## config.mk

```make
export PLATFORM = sky130hd
export DESIGN_NAME = sb12_ctrl
export DESIGN_NICKNAME = d
export VERILOG_FILES = /design/src/assert_macros.svh /design/src/sb12_pkg.sv /design/src/sb12_ctrl.sv
export SDC_FILE = /design/constraint.sdc
export NUM_CORES = 1
export LEC_CHECK = 0
export BUFFER_PORTS_ARGS = -buffer_cell sky130_fd_sc_hd__buf_2
export CAP_MARGIN = 30
export CORE_AREA = 2 2 39 41
export DETAILED_ROUTE_END_ITERATION = 16
export DIE_AREA = 0 0 41 43
export PLACE_DENSITY = 0.31
export SETUP_SLACK_MARGIN = 0.15
export SYNTH_ARGS = -nofsm -noshare
export SYNTH_HDL_FRONTEND = slang
export SYNTH_SLANG_ARGS = --single-unit
```

## constraint.sdc

```tcl
create_clock -name clk -period 1.8 [get_ports clk]
set_input_delay 0.18 -clock clk [delete_from_list [all_inputs] [get_ports clk]]
set_output_delay 0.18 -clock clk [all_outputs]
set_load 0.01 [all_outputs]
```

## src/assert_macros.svh

```systemverilog
// ----------------------------------------------------------------------------
// Assertion macros
// Shared concurrent assertion forms, clocked on clk and disabled while rst_n is low.
// ----------------------------------------------------------------------------
`ifndef ASSERT_MACROS_SVH
`define ASSERT_MACROS_SVH

// same-cycle implication
`define SB_ASSERT_NOW(label, ante, cons, msg) \
  label: assert property (@(posedge clk) disable iff (!rst_n) (ante) |-> (cons)) \
    else $error(msg);

// next-cycle implication
`define SB_ASSERT_NEXT(label, ante, cons, msg) \
  label: assert property (@(posedge clk) disable iff (!rst_n) (ante) |=> (cons)) \
    else $error(msg);

`endif

```

## src/sb12_pkg.sv

```systemverilog
// ----------------------------------------------------------------------------
// sb12_pkg
// Types, constants and helpers of the base-12 ASCII converter.
// ----------------------------------------------------------------------------
package sb12_pkg;

  localparam int VALUE_WIDTH_DEF = 32;
  localparam int RADIX           = 12;
  localparam int DIGIT_W         = 4;
  localparam int CHAR_W          = 7;
  localparam int BITS_PER_STEP   = 4;

  localparam logic [CHAR_W-1:0] ASCII_ZERO  = 7'd48;
  localparam logic [CHAR_W-1:0] ASCII_A     = 7'd65;
  localparam logic [CHAR_W-1:0] ASCII_B     = 7'd66;
  localparam logic [CHAR_W-1:0] ASCII_MINUS = 7'd45;

  localparam logic [DIGIT_W-1:0] DIGIT_TEN    = 4'd10;
  localparam logic [DIGIT_W-1:0] DIGIT_ELEVEN = 4'd11;

  typedef struct packed {
    logic load;
    logic step;
    logic size;
    logic emit;
  } sb12_cmd_t;

  typedef struct packed {
    logic conv_last;
    logic last_load;
  } sb12_stat_t;

  // number of base-12 digits of the largest magnitude, 2^(w-1)
  function automatic int max_digits(input int w);
    logic [64:0] v;
    int          n;
    int          i;
    v = 65'd1 << (w - 1);
    n = 0;
    for (i = 0; i < 32; i++) begin
      if (v != '0) begin
        v = v / RADIX;
        n = n + 1;
      end
    end
    return n;
  endfunction

  function automatic logic [CHAR_W-1:0] digit_char(input logic [DIGIT_W-1:0] d);
    logic [CHAR_W-1:0] c;
    unique case (d)
      DIGIT_TEN:    c = ASCII_A;
      DIGIT_ELEVEN: c = ASCII_B;
      default:      c = ASCII_ZERO + CHAR_W'(d);
    endcase
    return c;
  endfunction

endpackage

```

## src/sb12_ctrl.sv

```systemverilog
// ----------------------------------------------------------------------------
// sb12_ctrl
// Sequencer: accept, convert, size, emit.
// ----------------------------------------------------------------------------
module sb12_ctrl
  import sb12_pkg::*;
(
  input  logic       clk,
  input  logic       rst_n,
  input  logic       in_valid,
  output logic       in_ready,
  input  sb12_stat_t stat,
  output sb12_cmd_t  cmd
);

  localparam logic [1:0] ST_IDLE = 2'd0;
  localparam logic [1:0] ST_CONV = 2'd1;
  localparam logic [1:0] ST_SIZE = 2'd2;
  localparam logic [1:0] ST_EMIT = 2'd3;

  logic [1:0] state_r;
  logic [1:0] state_nxt;

  always_comb begin
    state_nxt = state_r;
    cmd       = '0;
    unique case (state_r)
      ST_IDLE: begin
        cmd.load = in_valid;
        if (in_valid) begin
          state_nxt = ST_CONV;
        end
      end
      ST_CONV: begin
        cmd.step = 1'b1;
        if (stat.conv_last) begin
          state_nxt = ST_SIZE;
        end
      end
      ST_SIZE: begin
        cmd.size  = 1'b1;
        state_nxt = ST_EMIT;
      end
      ST_EMIT: begin
        cmd.emit = 1'b1;
        if (stat.last_load) begin
          state_nxt = ST_IDLE;
        end
      end
    endcase
  end

  assign in_ready = (state_r == ST_IDLE);

  always_ff @(posedge clk) begin
    if (!rst_n) begin
      state_r <= ST_IDLE;
    end else begin
      state_r <= state_nxt;
    end
  end

endmodule

```

== Word-level counts from Yosys, hierarchy flattened ==
Cells that the tools add are included.

* Output and inout port bits: 5
* Bits in registers: 2
* Logic and storage cells: 17

* Reductions and logical operators: 2
* Eq/ne operators: 6
* Mux-type cells: 8

{| class="wikitable"
|+ Operator list
! kind !! number
|-
| case mux 2 bit (4 select lines) || 1
|-
| two-way mux 2 bit || 3
|-
| inequality test 2 bit (second input constant) || 3
|-
| == test 2 bit (second input constant) || 2
|-
| two-way mux 1 bit || 4
|-
| AND reduction 3 bit || 1
|-
| == test 2 x 1 -> 1 bit (second input constant) || 1
|-
| logical NOT 2 bit || 1
|}

== Depth between registers and ports, before layout ==
* Depth in word-level cells: 3
* Mapped depth: 4
* Gate-level depth less buffers: 4

== Worst setup path after synthesis ==
No wires, ideal clock.

* Kind: flip-flop to flip-flop
* From: reg state_r[0]
* To: reg state_r[0]
* Path slack: 387 ps
* Arrival: 1,342 ps
* Period minus slack after synthesis: 1,413 ps
* Required time: 1,728 ps
* Library setup time: 72 ps
* Buffers on the path: 0
* Stages on the path, launching flop included: 5
* Cell sequence: dfxtp_1 inv_1 ha_1 a222oi_1 mux2i_1

* Word-level cells in the longest chain between the ends: 3

{| class="wikitable"
|+ Ends and longest elaborated chain
! item !! RTL line !! text
|-
| start: declaration || sb12_ctrl.sv:21 || <nowiki>logic [1:0] state_r;</nowiki>
|-
| start signal: assignment || sb12_ctrl.sv:59 || <nowiki>state_r <= state_nxt;</nowiki>
|-
| logical NOT 2 bit * || -- ||
|-
| named net in_ready || sb12_ctrl.sv:11 || <nowiki>output logic in_ready,</nowiki>
|-
| inequality test 2 bit (no line) || -- ||
|-
| AND reduction 3 bit (no line) || -- ||
|}

The timed path passes the listed nets; every way through them passes the cells marked *.
A chain may end at the register's enable or synchronous reset.

== Final worst setup path ==
* From: reg state_r[0]
* To: reg state_r[1]

* Word-level cells in the longest chain between the ends: 3

{| class="wikitable"
|+ Ends and longest elaborated chain
! item !! RTL line !! text
|-
| == test 2 x 1 -> 1 bit (tied with other cells) || sb12_ctrl.sv:27 || <nowiki>unique case (state_r)</nowiki>
|-
| inequality test 2 bit (no line) || -- ||
|-
| AND reduction 3 bit (no line) || -- ||
|}

Parallel ways exist; a longest one is shown, timed or not.

==> key figures <==
Outcome
  – Status: complete, no violations

Detailed routing
  – Routed Antenna Nets: 0
  – DR pass1 iterations: 4
  – Vias per std cell: around 3.6
  – Drc violations: 0
  – DR vias: roughly 170
  – Final wirelength: ~400 µm
  – 1st-iter DRT viols: 2
  – Avg WL per Cell: about 8.3 µm

Floorplanning
  – Number of I/O pins: 10
  – Core box area: about 1400 µm²
  – Initial cell density of the core: around an eighth
  – Die W: a little over 40 µm
  – Chip height: 43 µm
  – Rows: 14
  – Die ar.: 1760 µm²

Placement
  – Placer Congestion: 0.601
  – # port buffers: 9
  – Placed cells: 44

Clocking
  – Max clock buf depth: 2
  – Post-CTS Resized: 0
  – Worst-Skew Late Latency: approximately 0.22 ns
  – CTS H-tree lvls: 1
  – Clk sinks: 2
  – Hold_buf cts: 0
  – CTS clk-pin slew, worst paths: roughly 0.030 ns
  – Clk root buf: clkbuf_4
  – Num CTS Buffers: 3
  – CTS tree: done

Timing
  – Worst slew pin tran: around 0.28 ns
  – Total negative slack: 0 ns
  – Final hold vios: 0
  – RSZ-0062 raised after global routing: no
  – Final Slew Violations: 0
  – Setup violators final: 0
  – Relative slew slack: 81.5%
  – Fin crit period: around 1.5 ns
  – Final period util: about four fifths
  – Skew final: between 0.003 and 0.004 ns
  – Max Fclk: 0.683 GHz

Synth
  – EDFF count, synth: 0
  – Synth top area share: a little under a third
  – Most used DFF post-synth: dfxtp_1
  – Synth Instances: 19
  – Ys async rst share: 0%
  – Syn_nets: 28
  – Post-synth cell types: 8
  – Synth warnings: 0
  – Seq cells post-synth: 2
  – Mean post-synth cell area: about 8.6 µm²
  – Post-synth top cells: inv_1, ha_1, nand2_1
  – Post-synthesis sequential area ratio: 24.6%
  – Mapped Area: between 150 and 200 µm²
  – Count leader, synth: inv_1
  – Main area contributors after synthesis: ha_1, dfxtp_1, mux2i_1
  – Cell taking the most area after synthesis: ha_1

Critical path
  – Critical Path End: state_r[1]
  – Reg2Reg Depth: 5
  – CP bufs+invs: 2
  – WP data arrival: around 1.6 ns
  – Critical-path cell list: inv_1 -> ha_1 -> a222oi_1 -> buf_4 -> mux2i_1
  – Critical Path RT: 1.94 ns
  – Worst r2r dst: state_r[1]
  – Critical path's top delay family: flip-flops
  – Critical Path Fanout Max: 4
  – Setup CP Type: reg2reg
  – CP Capture Type: register
  – Reg2reg start: state_r[0]
  – Reg2Reg Setup Slack: 0.34 ns
  – Cell depth of the worst setup path: 5
  – CP startpoint kind: register
  – Crit path from: state_r[0]
  – Slowest stage cell, crit path: dfxtp_1
  – Slowest cell delay on critical path: roughly 0.37 ns

Finish
  – Area Growth Syn to Fin: 58.5%
  – Non-filler cells, final: 48
  – Largest registers: state_r (2)
  – Register area: roughly 40 µm²
  – Share of cells above drive strength 1: between 40% and 50%
  – Multi-input gate area: 104 µm²
  – Fin util: a little under a fifth
  – Max reg flops: 2
  – Reg with most FFs: state_r
  – # fillers: roughly 160
  – # nets final: 43
  – Antenna cells: 0

Power
  – Cell leakage power: roughly 0.15 nW
  – Maximum resistive drop on vdd: 0.485 mV
  – Total power: slightly above 0.0004 W
  – PwrDens: 1570 nW/µm²

GRT
  – Met1 Usage GRT: 6.39%
  – Met2 Use GR: 6.56%
  – Met3 GRT Util: roughly 4.7%
  – Top Usage Layer GRT: met2
  – Total track usage: between 5 and 6%
  – Initial antenna violation count: 0
  – GRT Residual Overflow: 0
  – First-pass GRT wire length: 621 µm
  – Largest net degree at the start of global routing: 5
  – Vias in the first global route: roughly 160

Worst hold path
  – Hold/Removal Path Class: in2reg

Flow run
  – MaxCap Viol Count: 0
==> cell families after synthesis <==
family / count (synthesis) / synth area share [%]
mux: 2 / 12.3
flops: 2 / 24.6
compound gates: 2 / 9.23
simple gates: 4 / 11.5
buf+inv: 5 / 11.5
fa+ha+maj: 4 / 30.8
==> area by class of cell <==
type / instances / share of cell area (%)
Sequential cell: 2 / 15.5
Multi-Input combinational cell: 12 / 40.3
Tap cell: 16 / 7.77
Inverter: 5 / 7.28
Timing Repair Buffer: 10 / 20.4
Clock buffer: 3 / 8.74
==> where the power goes <==
part / switching (W) / internal, W
sequential: 0.0000220 / 0.0000652
clock: 0.0000231 / 0.0000733
combinational: 0.000112 / 0.000109
total: 0.000158 / 0.000247
==> how the worst min path moves through the flow <==
stage | start | to | cells after the start
floorplan | rst_n | state_r[1] | 2
global placement | rst_n | state_r[1] | 3
detailed placement | rst_n | state_r[1] | 3
CTS | rst_n | state_r[0] | 3
global route | rst_n | state_r[1] | 3
finish | rst_n | state_r[0] | 3
==> timing repair <==
action | CTS | global route
endpoints found under the hold margin | 0 | 0
endpoints found under the setup margin | 0 | 2
setup buffers | 0 | 1
==> worst reg2reg max path: cells and delay by family, from the launching register on <==
kind / cells / cell delay (ns)
flip-flops: 1 / 0.37
AO/OA/AOI/OAI: 1 / 0.35
buffers and inverters: 2 / 0.27
multiplexers: 1 / 0.17
adder cells (fa/ha/maj): 1 / 0.24
==> layer usage <==
layer / vias to the layer above / part of all wire [%]
li1: 86 / -
met1: 73 / 49
met2: 12 / 34
met3: 0 / 17
met4: 0 / 0
met5: - / 0
==> through the flow <==
step / setup slack, ns / hold WS [ns] / instance area, µm²
finish: 0.337 / 0.249 / 258
global route: 0.231 / 0.273 / 258
CTS: 0.261 / 0.244 / 250
detailed placement: 0.263 / 0.479 / 228
global placement: 0.306 / 0.476 / 228
floorplan: 0.387 / 0.326 / 163
==> placed cells by master, fill, tap and decap left out <==
master and n:
a222oi_1 1, and2_2 1, buf_2 9, buf_4 1
clkbuf_4 3, dfxtp_1 2, ha_1 4, inv_1 5
mux2i_1 2, nand2_1 3, o21ai_0 1
Power figures use the tool's default switching activity.
