File: config.mk
export PLATFORM = sky130hd
export DESIGN_NAME = sb12_dp
export DESIGN_NICKNAME = d
export VERILOG_FILES = /design/src/assert_macros.svh /design/src/sb12_pkg.sv /design/src/sb12_dp.sv
export SDC_FILE = /design/constraint.sdc
export NUM_CORES = 1
export LEC_CHECK = 0
export ABC_AREA = 1
export BUFFER_PORTS_ARGS = -buffer_cell sky130_fd_sc_hd__buf_2
export CORE_MARGIN = 2
export CORE_UTILIZATION = 61
export CTS_BUF_LIST = sky130_fd_sc_hd__clkbuf_8
export DETAILED_ROUTE_END_ITERATION = 12
export GPL_TIMING_DRIVEN = 1
export HOLD_SLACK_MARGIN = 0.12
export PLACE_DENSITY = 0.81
export SYNTH_ARGS = -nofsm -noshare
export SYNTH_HDL_FRONTEND = slang
export SYNTH_SLANG_ARGS = --single-unit
File: constraint.sdc
create_clock -name clk -period 7.07 [get_ports clk]
set_clock_uncertainty 0.1 [all_clocks]
set_input_delay 0.707 -clock clk [delete_from_list [all_inputs] [get_ports clk]]
set_output_delay 0.707 -clock clk [all_outputs]
set_load 0.03 [all_outputs]
File: src/assert_macros.svh
// ----------------------------------------------------------------------------
// Assertion macros
// Shared concurrent assertion forms, clocked on clk and disabled while rst_n is low.
// ----------------------------------------------------------------------------
`ifndef ASSERT_MACROS_SVH
`define ASSERT_MACROS_SVH

// same-cycle implication
`define SB_ASSERT_NOW(label, ante, cons, msg) \
  label: assert property (@(posedge clk) disable iff (!rst_n) (ante) |-> (cons)) \
    else $error(msg);

// next-cycle implication
`define SB_ASSERT_NEXT(label, ante, cons, msg) \
  label: assert property (@(posedge clk) disable iff (!rst_n) (ante) |=> (cons)) \
    else $error(msg);

`endif

File: src/sb12_pkg.sv
// ----------------------------------------------------------------------------
// sb12_pkg
// Types, constants and helpers of the base-12 ASCII converter.
// ----------------------------------------------------------------------------
package sb12_pkg;

  localparam int VALUE_WIDTH_DEF = 32;
  localparam int RADIX           = 12;
  localparam int DIGIT_W         = 4;
  localparam int CHAR_W          = 7;
  localparam int BITS_PER_STEP   = 4;

  localparam logic [CHAR_W-1:0] ASCII_ZERO  = 7'd48;
  localparam logic [CHAR_W-1:0] ASCII_A     = 7'd65;
  localparam logic [CHAR_W-1:0] ASCII_B     = 7'd66;
  localparam logic [CHAR_W-1:0] ASCII_MINUS = 7'd45;

  localparam logic [DIGIT_W-1:0] DIGIT_TEN    = 4'd10;
  localparam logic [DIGIT_W-1:0] DIGIT_ELEVEN = 4'd11;

  typedef struct packed {
    logic load;
    logic step;
    logic size;
    logic emit;
  } sb12_cmd_t;

  typedef struct packed {
    logic conv_last;
    logic last_load;
  } sb12_stat_t;

  // number of base-12 digits of the largest magnitude, 2^(w-1)
  function automatic int max_digits(input int w);
    logic [64:0] v;
    int          n;
    int          i;
    v = 65'd1 << (w - 1);
    n = 0;
    for (i = 0; i < 32; i++) begin
      if (v != '0) begin
        v = v / RADIX;
        n = n + 1;
      end
    end
    return n;
  endfunction

  function automatic logic [CHAR_W-1:0] digit_char(input logic [DIGIT_W-1:0] d);
    logic [CHAR_W-1:0] c;
    unique case (d)
      DIGIT_TEN:    c = ASCII_A;
      DIGIT_ELEVEN: c = ASCII_B;
      default:      c = ASCII_ZERO + CHAR_W'(d);
    endcase
    return c;
  endfunction

endpackage

File: src/sb12_dp.sv
// ----------------------------------------------------------------------------
// sb12_dp
// Datapath: base-12 shift-and-correct digit register and character output.
// ----------------------------------------------------------------------------
module sb12_dp
  import sb12_pkg::*;
#(
  parameter int VALUE_WIDTH = VALUE_WIDTH_DEF,
  parameter int DIGITS      = max_digits(VALUE_WIDTH)
)(
  input  logic                          clk,
  input  logic                          rst_n,
  input  sb12_cmd_t                     cmd,
  output sb12_stat_t                    stat,
  input  logic signed [VALUE_WIDTH-1:0] in_value,
  input  logic                          out_ready,
  output logic                          out_valid,
  output logic [CHAR_W-1:0]             out_character,
  output logic                          out_last
);

  localparam int STEPS  = (VALUE_WIDTH + BITS_PER_STEP - 1) / BITS_PER_STEP;
  localparam int PADW   = STEPS * BITS_PER_STEP;
  localparam int STEP_W = (STEPS > 1) ? $clog2(STEPS) : 1;
  localparam int IDX_W  = (DIGITS > 1) ? $clog2(DIGITS) : 1;

  logic [DIGIT_W-1:0] digits_r   [DIGITS];
  logic [DIGIT_W-1:0] digits_nxt [DIGITS];
  logic [PADW-1:0]    mag_r, mag_nxt;
  logic [STEP_W-1:0]  step_cnt_r, step_cnt_nxt;
  logic               neg_r, neg_nxt;
  logic               sign_pend_r, sign_pend_nxt;
  logic [IDX_W-1:0]   idx_r, idx_nxt;
  logic               out_valid_r, out_valid_nxt;
  logic [CHAR_W-1:0]  out_char_r, out_char_nxt;
  logic               out_last_r, out_last_nxt;

  logic [VALUE_WIDTH-1:0] raw_u;
  logic [VALUE_WIDTH-1:0] mag_in;
  logic                   slot_free;
  logic                   emit_fire;
  logic [IDX_W-1:0]       top_idx;

  logic [DIGIT_W-1:0] stage [BITS_PER_STEP+1][DIGITS];
  logic [DIGITS:0]    cy    [BITS_PER_STEP];

  assign raw_u  = in_value;
  assign mag_in = raw_u[VALUE_WIDTH-1] ? (~raw_u + 1'b1) : raw_u;

  // double the base-12 register and add one magnitude bit, four times
  always_comb begin
    logic [DIGIT_W:0] dbl;
    int               b;
    int               i;
    dbl      = '0;
    stage[0] = digits_r;
    for (b = 0; b < BITS_PER_STEP; b++) begin
      cy[b][0] = mag_r[PADW-1-b];
      for (i = 0; i < DIGITS; i++) begin
        cy[b][i+1] = (stage[b][i] >= DIGIT_W'(RADIX / 2));
      end
      for (i = 0; i < DIGITS; i++) begin
        dbl = {stage[b][i], cy[b][i]};
        stage[b+1][i] = cy[b][i+1] ? DIGIT_W'(dbl - (DIGIT_W+1)'(RADIX)) : dbl[DIGIT_W-1:0];
      end
    end
  end

  always_comb begin
    int i;
    top_idx = '0;
    for (i = 0; i < DIGITS; i++) begin
      if (digits_r[i] != '0) begin
        top_idx = IDX_W'(i);
      end
    end
  end

  assign slot_free = !out_valid_r || out_ready;
  assign emit_fire = cmd.emit && slot_free;

  assign stat.conv_last = cmd.step && (step_cnt_r == STEP_W'(STEPS - 1));
  assign stat.last_load = emit_fire && !sign_pend_r && (idx_r == '0);

  always_comb begin
    digits_nxt    = digits_r;
    mag_nxt       = mag_r;
    step_cnt_nxt  = step_cnt_r;
    neg_nxt       = neg_r;
    sign_pend_nxt = sign_pend_r;
    idx_nxt       = idx_r;
    out_valid_nxt = out_valid_r;
    out_char_nxt  = out_char_r;
    out_last_nxt  = out_last_r;

    if (cmd.load) begin
      for (int i = 0; i < DIGITS; i++) begin
        digits_nxt[i] = '0;
      end
      mag_nxt      = PADW'(mag_in);
      step_cnt_nxt = '0;
      neg_nxt      = raw_u[VALUE_WIDTH-1];
    end

    if (cmd.step) begin
      digits_nxt   = stage[BITS_PER_STEP];
      mag_nxt      = mag_r << BITS_PER_STEP;
      step_cnt_nxt = step_cnt_r + 1'b1;
    end

    if (cmd.size) begin
      idx_nxt       = top_idx;
      sign_pend_nxt = neg_r;
    end

    if (emit_fire) begin
      out_valid_nxt = 1'b1;
      if (sign_pend_r) begin
        out_char_nxt  = ASCII_MINUS;
        out_last_nxt  = 1'b0;
        sign_pend_nxt = 1'b0;
      end else begin
        out_char_nxt = digit_char(digits_r[idx_r]);
        out_last_nxt = (idx_r == '0);
        idx_nxt      = idx_r - 1'b1;
      end
    end else if (out_ready) begin
      out_valid_nxt = 1'b0;
    end
  end

  always_ff @(posedge clk) begin
    if (!rst_n) begin
      step_cnt_r  <= '0;
      sign_pend_r <= 1'b0;
      idx_r       <= '0;
      out_valid_r <= 1'b0;
      neg_r       <= 1'b0;
    end else begin
      step_cnt_r  <= step_cnt_nxt;
      sign_pend_r <= sign_pend_nxt;
      idx_r       <= idx_nxt;
      out_valid_r <= out_valid_nxt;
      neg_r       <= neg_nxt;
    end
  end

  always_ff @(posedge clk) begin
    digits_r   <= digits_nxt;
    mag_r      <= mag_nxt;
    out_char_r <= out_char_nxt;
    out_last_r <= out_last_nxt;
  end

  assign out_valid     = out_valid_r;
  assign out_character = out_char_r;
  assign out_last      = out_last_r;

endmodule

# After elaboration in Yosys (flattened, before gate mapping)
# Cells that the tools add are included.
# op_classes
mul	0
div_mod_pow	0
reduce_logical	18
n_eq_ne	3
add_sub_neg	40
bitwise	2
shifts	0
magnitude_cmp	37
mux	63
# ops
operator	count
$mux W4	48
$ge A4 B3 Y1 const B	36
$sub A4 B4 Y4 const B	36
$mux W32	3
$mux W36	2
$add A32 B1 Y32 const B	1
$not A32 Y32	1
$reduce_bool A4 Y1	8
$bmux W4 S4	1
$pmux W7 S2	1
$eq A4 B4 Y1 const B	2
$add A6 B4 Y7 const A	1
$mux W1	6
$mux W3	2
$ge A5 B5 Y1 const B	1
$not A4 Y5	1
$logic_and A1 B1 Y1	4
$logic_not A4 Y1	1
$reduce_bool A2 Y1	2
$sub A4 B1 Y4 const B	1
$add A3 B1 Y3 const B	1
$eq A3 B3 Y1 const B	1
$logic_not A1 Y1	2
$logic_or A1 B1 Y1	1
# totals
word_cells	181
n_memories	0
reg_bits	86
ramBits	0
in_bits	39
rom_bits	0
latch_bits	0
out_inout_bits	11

# Longest topological paths before layout
# Gate-level depths: netlist of the first run.
# logic_depth
depth_word	13
mapped_depth	12
depth_no_buf	12

# Least setup slack after synthesis of the first run
# OpenSTA, ideal clock, no wires.
# synth_path
path_kind	input-to-reg
start	in cmd[2] (netlist name)
end	reg digits_r[0] (netlist name) (enable)
slack_ps	4242
arrival_time_ps	2306
path_stages	3
n_path_buf	1
setup_ps	422
required_ps	6548
path_cell_list	clkbuf_1 -> nor2_1 -> inv_1
# synth_between
elab_chain_cells	1
# synth_lines
item	line	source
start, declared	sb12_dp.sv:13	input sb12_cmd_t cmd,
$reduce_bool A2 Y1 (no line)	-	
end signal, assigned	sb12_dp.sv:149	digits_r <= digits_nxt;
end, declared	sb12_dp.sv:27	logic [DIGIT_W-1:0] digits_r [DIGITS];
# Every way passes these cells.
# A chain may end at the register's enable or synchronous reset.

==> results of run 1 <==
## synthesized netlist by cell type
| cell | n |
|---|---|
| buf_2 | 13 |
| xnor2_1 | 1 |
| nor4_1 | 5 |
| inv_2 | 15 |
| xor2_1 | 4 |
| nand2_1 | 287 |
| a31oi_1 | 2 |
| buf_1 | 2 |
| nor2_1 | 57 |
| o21ai_1 | 21 |
| a21o_1 | 1 |
| and2_1 | 1 |
| o211ai_1 | 4 |
| o22ai_1 | 6 |
| a211oi_1 | 1 |
| o32ai_1 | 2 |
| nand3_1 | 68 |
| o31ai_1 | 2 |
| inv_1 | 111 |
| nor3b_1 | 1 |
| a21oi_2 | 1 |
| o21ai_0 | 42 |
| ha_1 | 4 |
| and3_1 | 1 |
| nand2_2 | 11 |
| clkbuf_1 | 4 |
| nor3_1 | 4 |
| a21oi_1 | 61 |
| nand4_1 | 5 |
| dfxtp_1 | 14 |
| nand3_2 | 15 |
| nor2_2 | 9 |
| nor3_4 | 1 |
| or2_1 | 1 |
| o21ai_2 | 19 |
| o21ai_4 | 1 |
| nor2_4 | 2 |
| edfxtp_1 | 72 |
## area by class of cell
class / instances / share of cell area (%)
Clock inverter: 6 / 1.037
Timing Repair Buffer: 51 / 3.922
Multi-Input combinational cell: 640 / 46.53
Inverter: 126 / 7.127
Tap cell: 133 / 2.508
Sequential cell: 86 / 36.80
Clock buffer: 10 / 2.074
## worst max-delay path: stages, from the launching register on
cell and delay [ps]:
dfxtp_1 720, inv_2 250, ha_1 290, nand2_1 110, nor4_1 60, buf_2 180
## layer usage
metal  vias up  GRT usage (%)
met2       199          47.37
li1       2958              -
met4         0          9.073
met1      2657          33.06
met5         -              0
met3        29          3.947
## registers in the layout (all words and copies together) (netlist names)
name and cells:
digits_r 36, out_valid 1, step_cnt_r 3, mag_r 32, idx_r 4, neg_r 1
sign_pend_r 1, out_character 7, out_last 1
## kinds of logic (layout without fill, tap and decap cells)
group / count (synthesis) / in the layout / synth area share [%]
xor+xnor: 5 / 5 / 0.7189
simple gates: 468 / 468 / 33.73
fa+ha+maj: 4 / 4 / 0.8217
flops: 86 / 86 / 40.10
compound gates: 163 / 163 / 15.43
buf+inv: 145 / 193 / 9.203
## how the worst max path moves through the flow
stage | slack, ps | to | startpoint | cells past startpoint
floorplan | 4240 | digits_r[0] | cmd[2] | 3
finish | 4290 | stat[0] | idx_r[0] | 5
detailed placement | 4150 | mag_r[17] | cmd[2] | 5
CTS | 4290 | stat[0] | idx_r[0] | 5
global placement | 4250 | digits_r[34] | cmd[2] | 5
global route | 4140 | stat[0] | idx_r[0] | 5
## power by group
group | switching (mW) | internal (mW)
combinational | 0.870 | 0.423
sequential | 0.135 | 0.727
clock | 0.185 | 0.175
## per-stage QoR
step	setup WS [ps]	util (%)
after floorplan	4242	-
after global placement	4246	66.09
after detailed placement	4151	66.09
after CTS	4291	68.21
after global routing	4139	68.21
final	4293	68.21
==> metrics.txt, run 1 <==
outcome complete, no violations; Worst Tran Pin Value between 700 and 800 ps; post-synthesis sequential area ratio 40.10%; Ports 50; peak supply drop approximately 0.17 mV; filler cell count just over 800; fin cells between 1000 and 1500; Vias 5843; CTS tree built; synth warn 0; Reg area ~2400 um^2; hold_ws about 370 ps; FF-to-FF Start idx_r[0]; Starting Density a little over three fifths; Detail Placement HPWL 10.59 mm; share of layout cells above drive strength 1 about 15%; cell area after placement about 6400 um^2; Port Buf Inserts 49; Hold Violations, Final 0; Synth cell types 38; worst reg-to-reg path cell count 9; RSZ-0062 raised after global routing false; hold path depth 1; fin crit share roughly two fifths; synthesized area per cell around 7 um^2; nets 957; DRT Pass-1 Iters 5; Synth area leader edfxtp_1; Antenna Nets Post-Route 0; Die ar. 10800 um^2; Critical Path RT roughly 6300 ps; gr usage total 26.60%; TNS Setup 0 ps; Hold Path End step_cnt_r[0]; # setup viols final 0; quantity of hold-fixing buffers added after cts 0; min-delay worst type reg2reg; ant diodes 0; final wirelength ~14 mm; CP Max Fanout 21; initial antenna violation count 0; area of the multi-input gates around 3100 um^2; mapped cell area 6091 um^2; CP endpoint kind primary output; Skew-Pair Late Insertion Delay around 360 ps; most frequent cells in the layout 287 x nand2_1, 110 x inv_1, 72 x edfxtp_1, 68 x nand3_1, 61 x a21oi_1; Post-Syn Nets roughly 900; DR DRC count 0; clock-pin slew on the worst setup and hold paths ~80 ps; die width 103.9 um; top sig layer met4; vias in the first global route 5547; Core Footprint 9729 um^2; Relative slew margins 50.17%; Pwr per Cell Area approximately 380 nW/um^2; Final Critical Period 2777 ps; Pleak about 3.2 nW; Clock Root Buffer clkbuf_8; placed insts slightly above 1000; first-pass GRT wire length 23.98 mm; Worst setup SP type flop; drt wl/cell 13.26 um; WS Path Type reg2out; FF-to-FF End out_character[5]; Clock Sinks 86; M1 WL 5.897 mm; post-layout instance area roughly 6600 um^2; Post-CTS Resized 0; GP Congestion 0.9132; GR Overflow Total 0; Arr. time, crit path 1970 ps; vias per inst 5.554; max-slew violations 0; Die Y 103.9 um; # rows 36; Tot Pwr 2.515 mW; Layout area overhead 8.956%; Worst R2R Setup Slack 4790 ps; hold_sp step_cnt_r[0]; post-CTS setup buffer count 0; pin count of the biggest net entering global routing 52; WL met3 719 um; commonest non-fill, non-tap cell in the layout nand2_1; max frequency 360.1 MHz; Post-Synthesis Cells 871; Max Cap Viol 0; Longest Clk Path Bufs 2; post-synth top area share 35.50%; total length of routed met2 wires roughly 7 mm; DRT iter0 DRCs 439; CTS Buf Count 9; synth top area cells edfxtp_1 35%, nand2_1 18%, inv_1 6.8%, nand3_1 5.6%, a21oi_1 5.0%; H-tree Lvls 3; flops & latches, synth 86
Power figures use the tool's default switching activity.
==> inputs of run 2 (changes only) <==
--- a/config.mk
+++ b/config.mk
@@ -5,7 +5,7 @@
 export SDC_FILE = /design/constraint.sdc
 export NUM_CORES = 1
 export LEC_CHECK = 0
-export ABC_AREA = 1
+export ABC_AREA = 0
 export BUFFER_PORTS_ARGS = -buffer_cell sky130_fd_sc_hd__buf_2
 export CORE_MARGIN = 2
 export CORE_UTILIZATION = 61
==> constraint.sdc (replaced) <==
create_clock -name clk -period 2.65 [get_ports clk]
set_clock_uncertainty 0.1 [all_clocks]
set_input_delay 0.265 -clock clk [delete_from_list [all_inputs] [get_ports clk]]
set_output_delay 0.265 -clock clk [all_outputs]
set_load 0.03 [all_outputs]
==> metrics.txt, run 2 <==
# rows 36; Port Buf Inserts 49; Synth cell types 73; Worst setup SP type input pin; gr usage total 27.15%; Die ar. 11050 um^2; Slowest Stage Delay on Critical Path 530 ps; clock-pin slew on the worst setup and hold paths 90 ps; GR Util met1 35.08%; Post-Syn Nets 733; Synth area leader edfxtp_1; ys async rst share 0%; xor and xnor fraction of the mapped netlist area 5.414%; post-synthesis sequential area ratio 39.14%; Relative slew margins 47.04%; initial antenna violation count 0; most frequent cells in the layout 79 x nand2_1, 72 x nor2_1, 72 x edfxtp_1, 48 x buf_2, 44 x o21ai_0; RSZ-0062 raised after global routing false; GP Congestion 0.8758; Pleak approximately 2.7 nW; synthesized area per cell ~9.0 um^2; CTS tree built; placed insts 840; share of layout cells above drive strength 1 17.86%; hold_sp cmd[3]; Max Cap Viol 0; Biggest register digits_r; main combinational cell family by area after synthesis compound AO/OA/AOI/OAI gates; die width 105.1 um; outcome complete, no violations; first-pass GRT wire length 24.28 mm; Top delay family on crit path simple AND/OR/NAND/NOR gates; H-tree Lvls 3; nets 766; synth top area cells edfxtp_1 35%, nand2_1 4.8%, dfxtp_1 4.5%, xor2_1 4.4%, nor2_1 4.3%; M3 GR Usage 4.928%; Post-Synth Simple-Gate Area 22.18%; Antenna Nets Post-Route 0; pin count of the biggest net entering global routing 61; Pwr per Cell Area 1012 nW/um^2; commonest non-fill, non-tap cell in the layout nand2_1; ys flop type edfxtp_1; mux cell area share after synthesis 5.153%; Starting Density 63.25%; synth warn 0; Final Critical Period 2551 ps; Synth Area in Compound Gates between 20% and 30%; max frequency 392.0 MHz; drt wl/cell 16.92 um; CP Cell Sequence dlygate4sd3_1, buf_2, or3_1, nor4_1, nand4_2, o21ai_0, xor2_1, o21ai_1; Arr. time, crit path 2580 ps; area share of fa/ha/maj cells after synthesis 1.825%; met2 GRT Util between 40% and 50%; Post-synth EDFFs 72; Critical Path Source in_value[2]; CTS Buf Count 9; mapped cell area between 6000 and 7000 um^2; Hold Violations, Final 0; Die Y approximately 110 um; hold path depth 2; stages on the worst setup path 8; worst reg-to-reg path cell count 6; TNS Setup 0 ps; Clock Root Buffer clkbuf_8; Skew-Pair Late Insertion Delay 380 ps; Detail Placement HPWL around 10 mm; Core Footprint around 9900 um^2; final wirelength 14.57 mm; min-delay worst type in2reg; Critical Path RT 2680 ps; fin crit share 96.26%; Worst Tran Pin Value 794.4 ps; max-slew violations 0; Layout area overhead 10.63%; CP bufs+invs 2; DRT Pass-1 Iters 5; top cells by count, synth 80 x nand2_1, 72 x edfxtp_1, 72 x nor2_1, 44 x o21ai_0, 39 x a21oi_1; vias per inst ~6.4; CP endpoint kind flop; vias in the first global route 5165; Ports 50; Clock Sinks 86; WS Path Type in2reg; fin util 69.98%; Longest Clk Path Bufs 2; ant diodes 0; most frequent cell after synthesis nand2_1; flops & latches, synth 86; fin cells 861; grt peak-use layer met2; DR DRC count 0; Largest register FFs 36; Vias 5499; # setup viols final 0; CP Max Fanout 6; GR Overflow Total 0; Tot Pwr 6.984 mW; peak supply drop 0.5576 mV; CP max stage cell dlygate4sd3_1; post-synth top area share 34.65%; Post-Synthesis Cells 690; DRT iter0 DRCs 313; FF-to-FF Start digits_r[5]
run 2: cell count changes in the layout (fill, tap and decap cells not counted), moves of 22 or more:
cell / before / now
nand2_1: 287 / 79
inv_1: 110 / 16
nor3_1: 4 / 26
a21oi_1: 61 / 39
xor2_1: 4 / 31
nand3_1: 68 / 9
run 2: path summary, 6_finish.rpt:
path            endpoint  slack [ps]
max            mag_r[27]         100
min             mag_r[1]         160
max reg2reg  digits_r[6]         250
min reg2reg     mag_r[2]         390
run 2: per-layer routing:
| layer | vias to the layer above | wire (um) | part of all wire [%] |
|---|---|---|---|
| li1 | 2635 | - | - |
| met1 | 2616 | 6073 | 42 |
| met2 | 215 | 7325 | 50 |
| met3 | 33 | 896 | 6.2 |
| met4 | 0 | 272 | 1.9 |
| met5 | - | 0 | 0 |
run 2: cell families (layout without fill, tap and decap cells):
| group | Yosys count | after routing |
|---|---|---|
| AND/OR/NAND/NOR | 274 | 274 |
| AO/OA/AOI/OAI | 200 | 200 |
| flip-flops | 86 | 86 |
| buffers and inverters | 60 | 98 |
| XOR/XNOR | 36 | 36 |
| multiplexers | 24 | 24 |
| adder cells (fa/ha/maj) | 10 | 10 |
run 2: layout make-up:
| type | count | area [um^2] |
|---|---|---|
| clock inverters | 4 | 77.57 |
| multi-input cells | 544 | 3600 |
| flip-flops and latches | 86 | 2444 |
| repair buffers | 66 | 390.4 |
| inverters | 16 | 60.06 |
| well taps | 133 | 166.4 |
| fillers | 734 | 2962 |
| clock buffers | 12 | 165.2 |
run 2: worst register-to-register path, cell delays in order, from the launching register on:
cell and delay, ps:
edfxtp_1 520, or3b_2 480, a32o_1 340, a2111oi_2 370
o21bai_1 200, mux2i_1 110, nor2_1 120
run 2: per-stage QoR:
stage	cell area, um^2	setup slack [ps]	hold WS (ps)
floorplan	6242	430.9	286.7
global placement	6565	258.6	379.0
detailed placement	6565	202.3	378.7
CTS	6858	54.00	146.5
global route	6903	19.01	152.3
finish	6903	99.14	159.4
run 2: what timing repair did:
item	4_1_cts	5_1_grt
gates resized for setup	0	8
endpoints found under the hold margin	7	0
endpoints found under the setup margin	0	9
hold buffers	5	0
buffers inserted	0	1
run 2: report_power, final:
group / leakage (nW) / internal (mW) / switching, mW
logic: 1.69 / 1.42 / 1.97
clock network: 0.123 / 0.612 / 0.506
registers: 0.885 / 1.93 / 0.548
total: 2.70 / 3.96 / 3.03
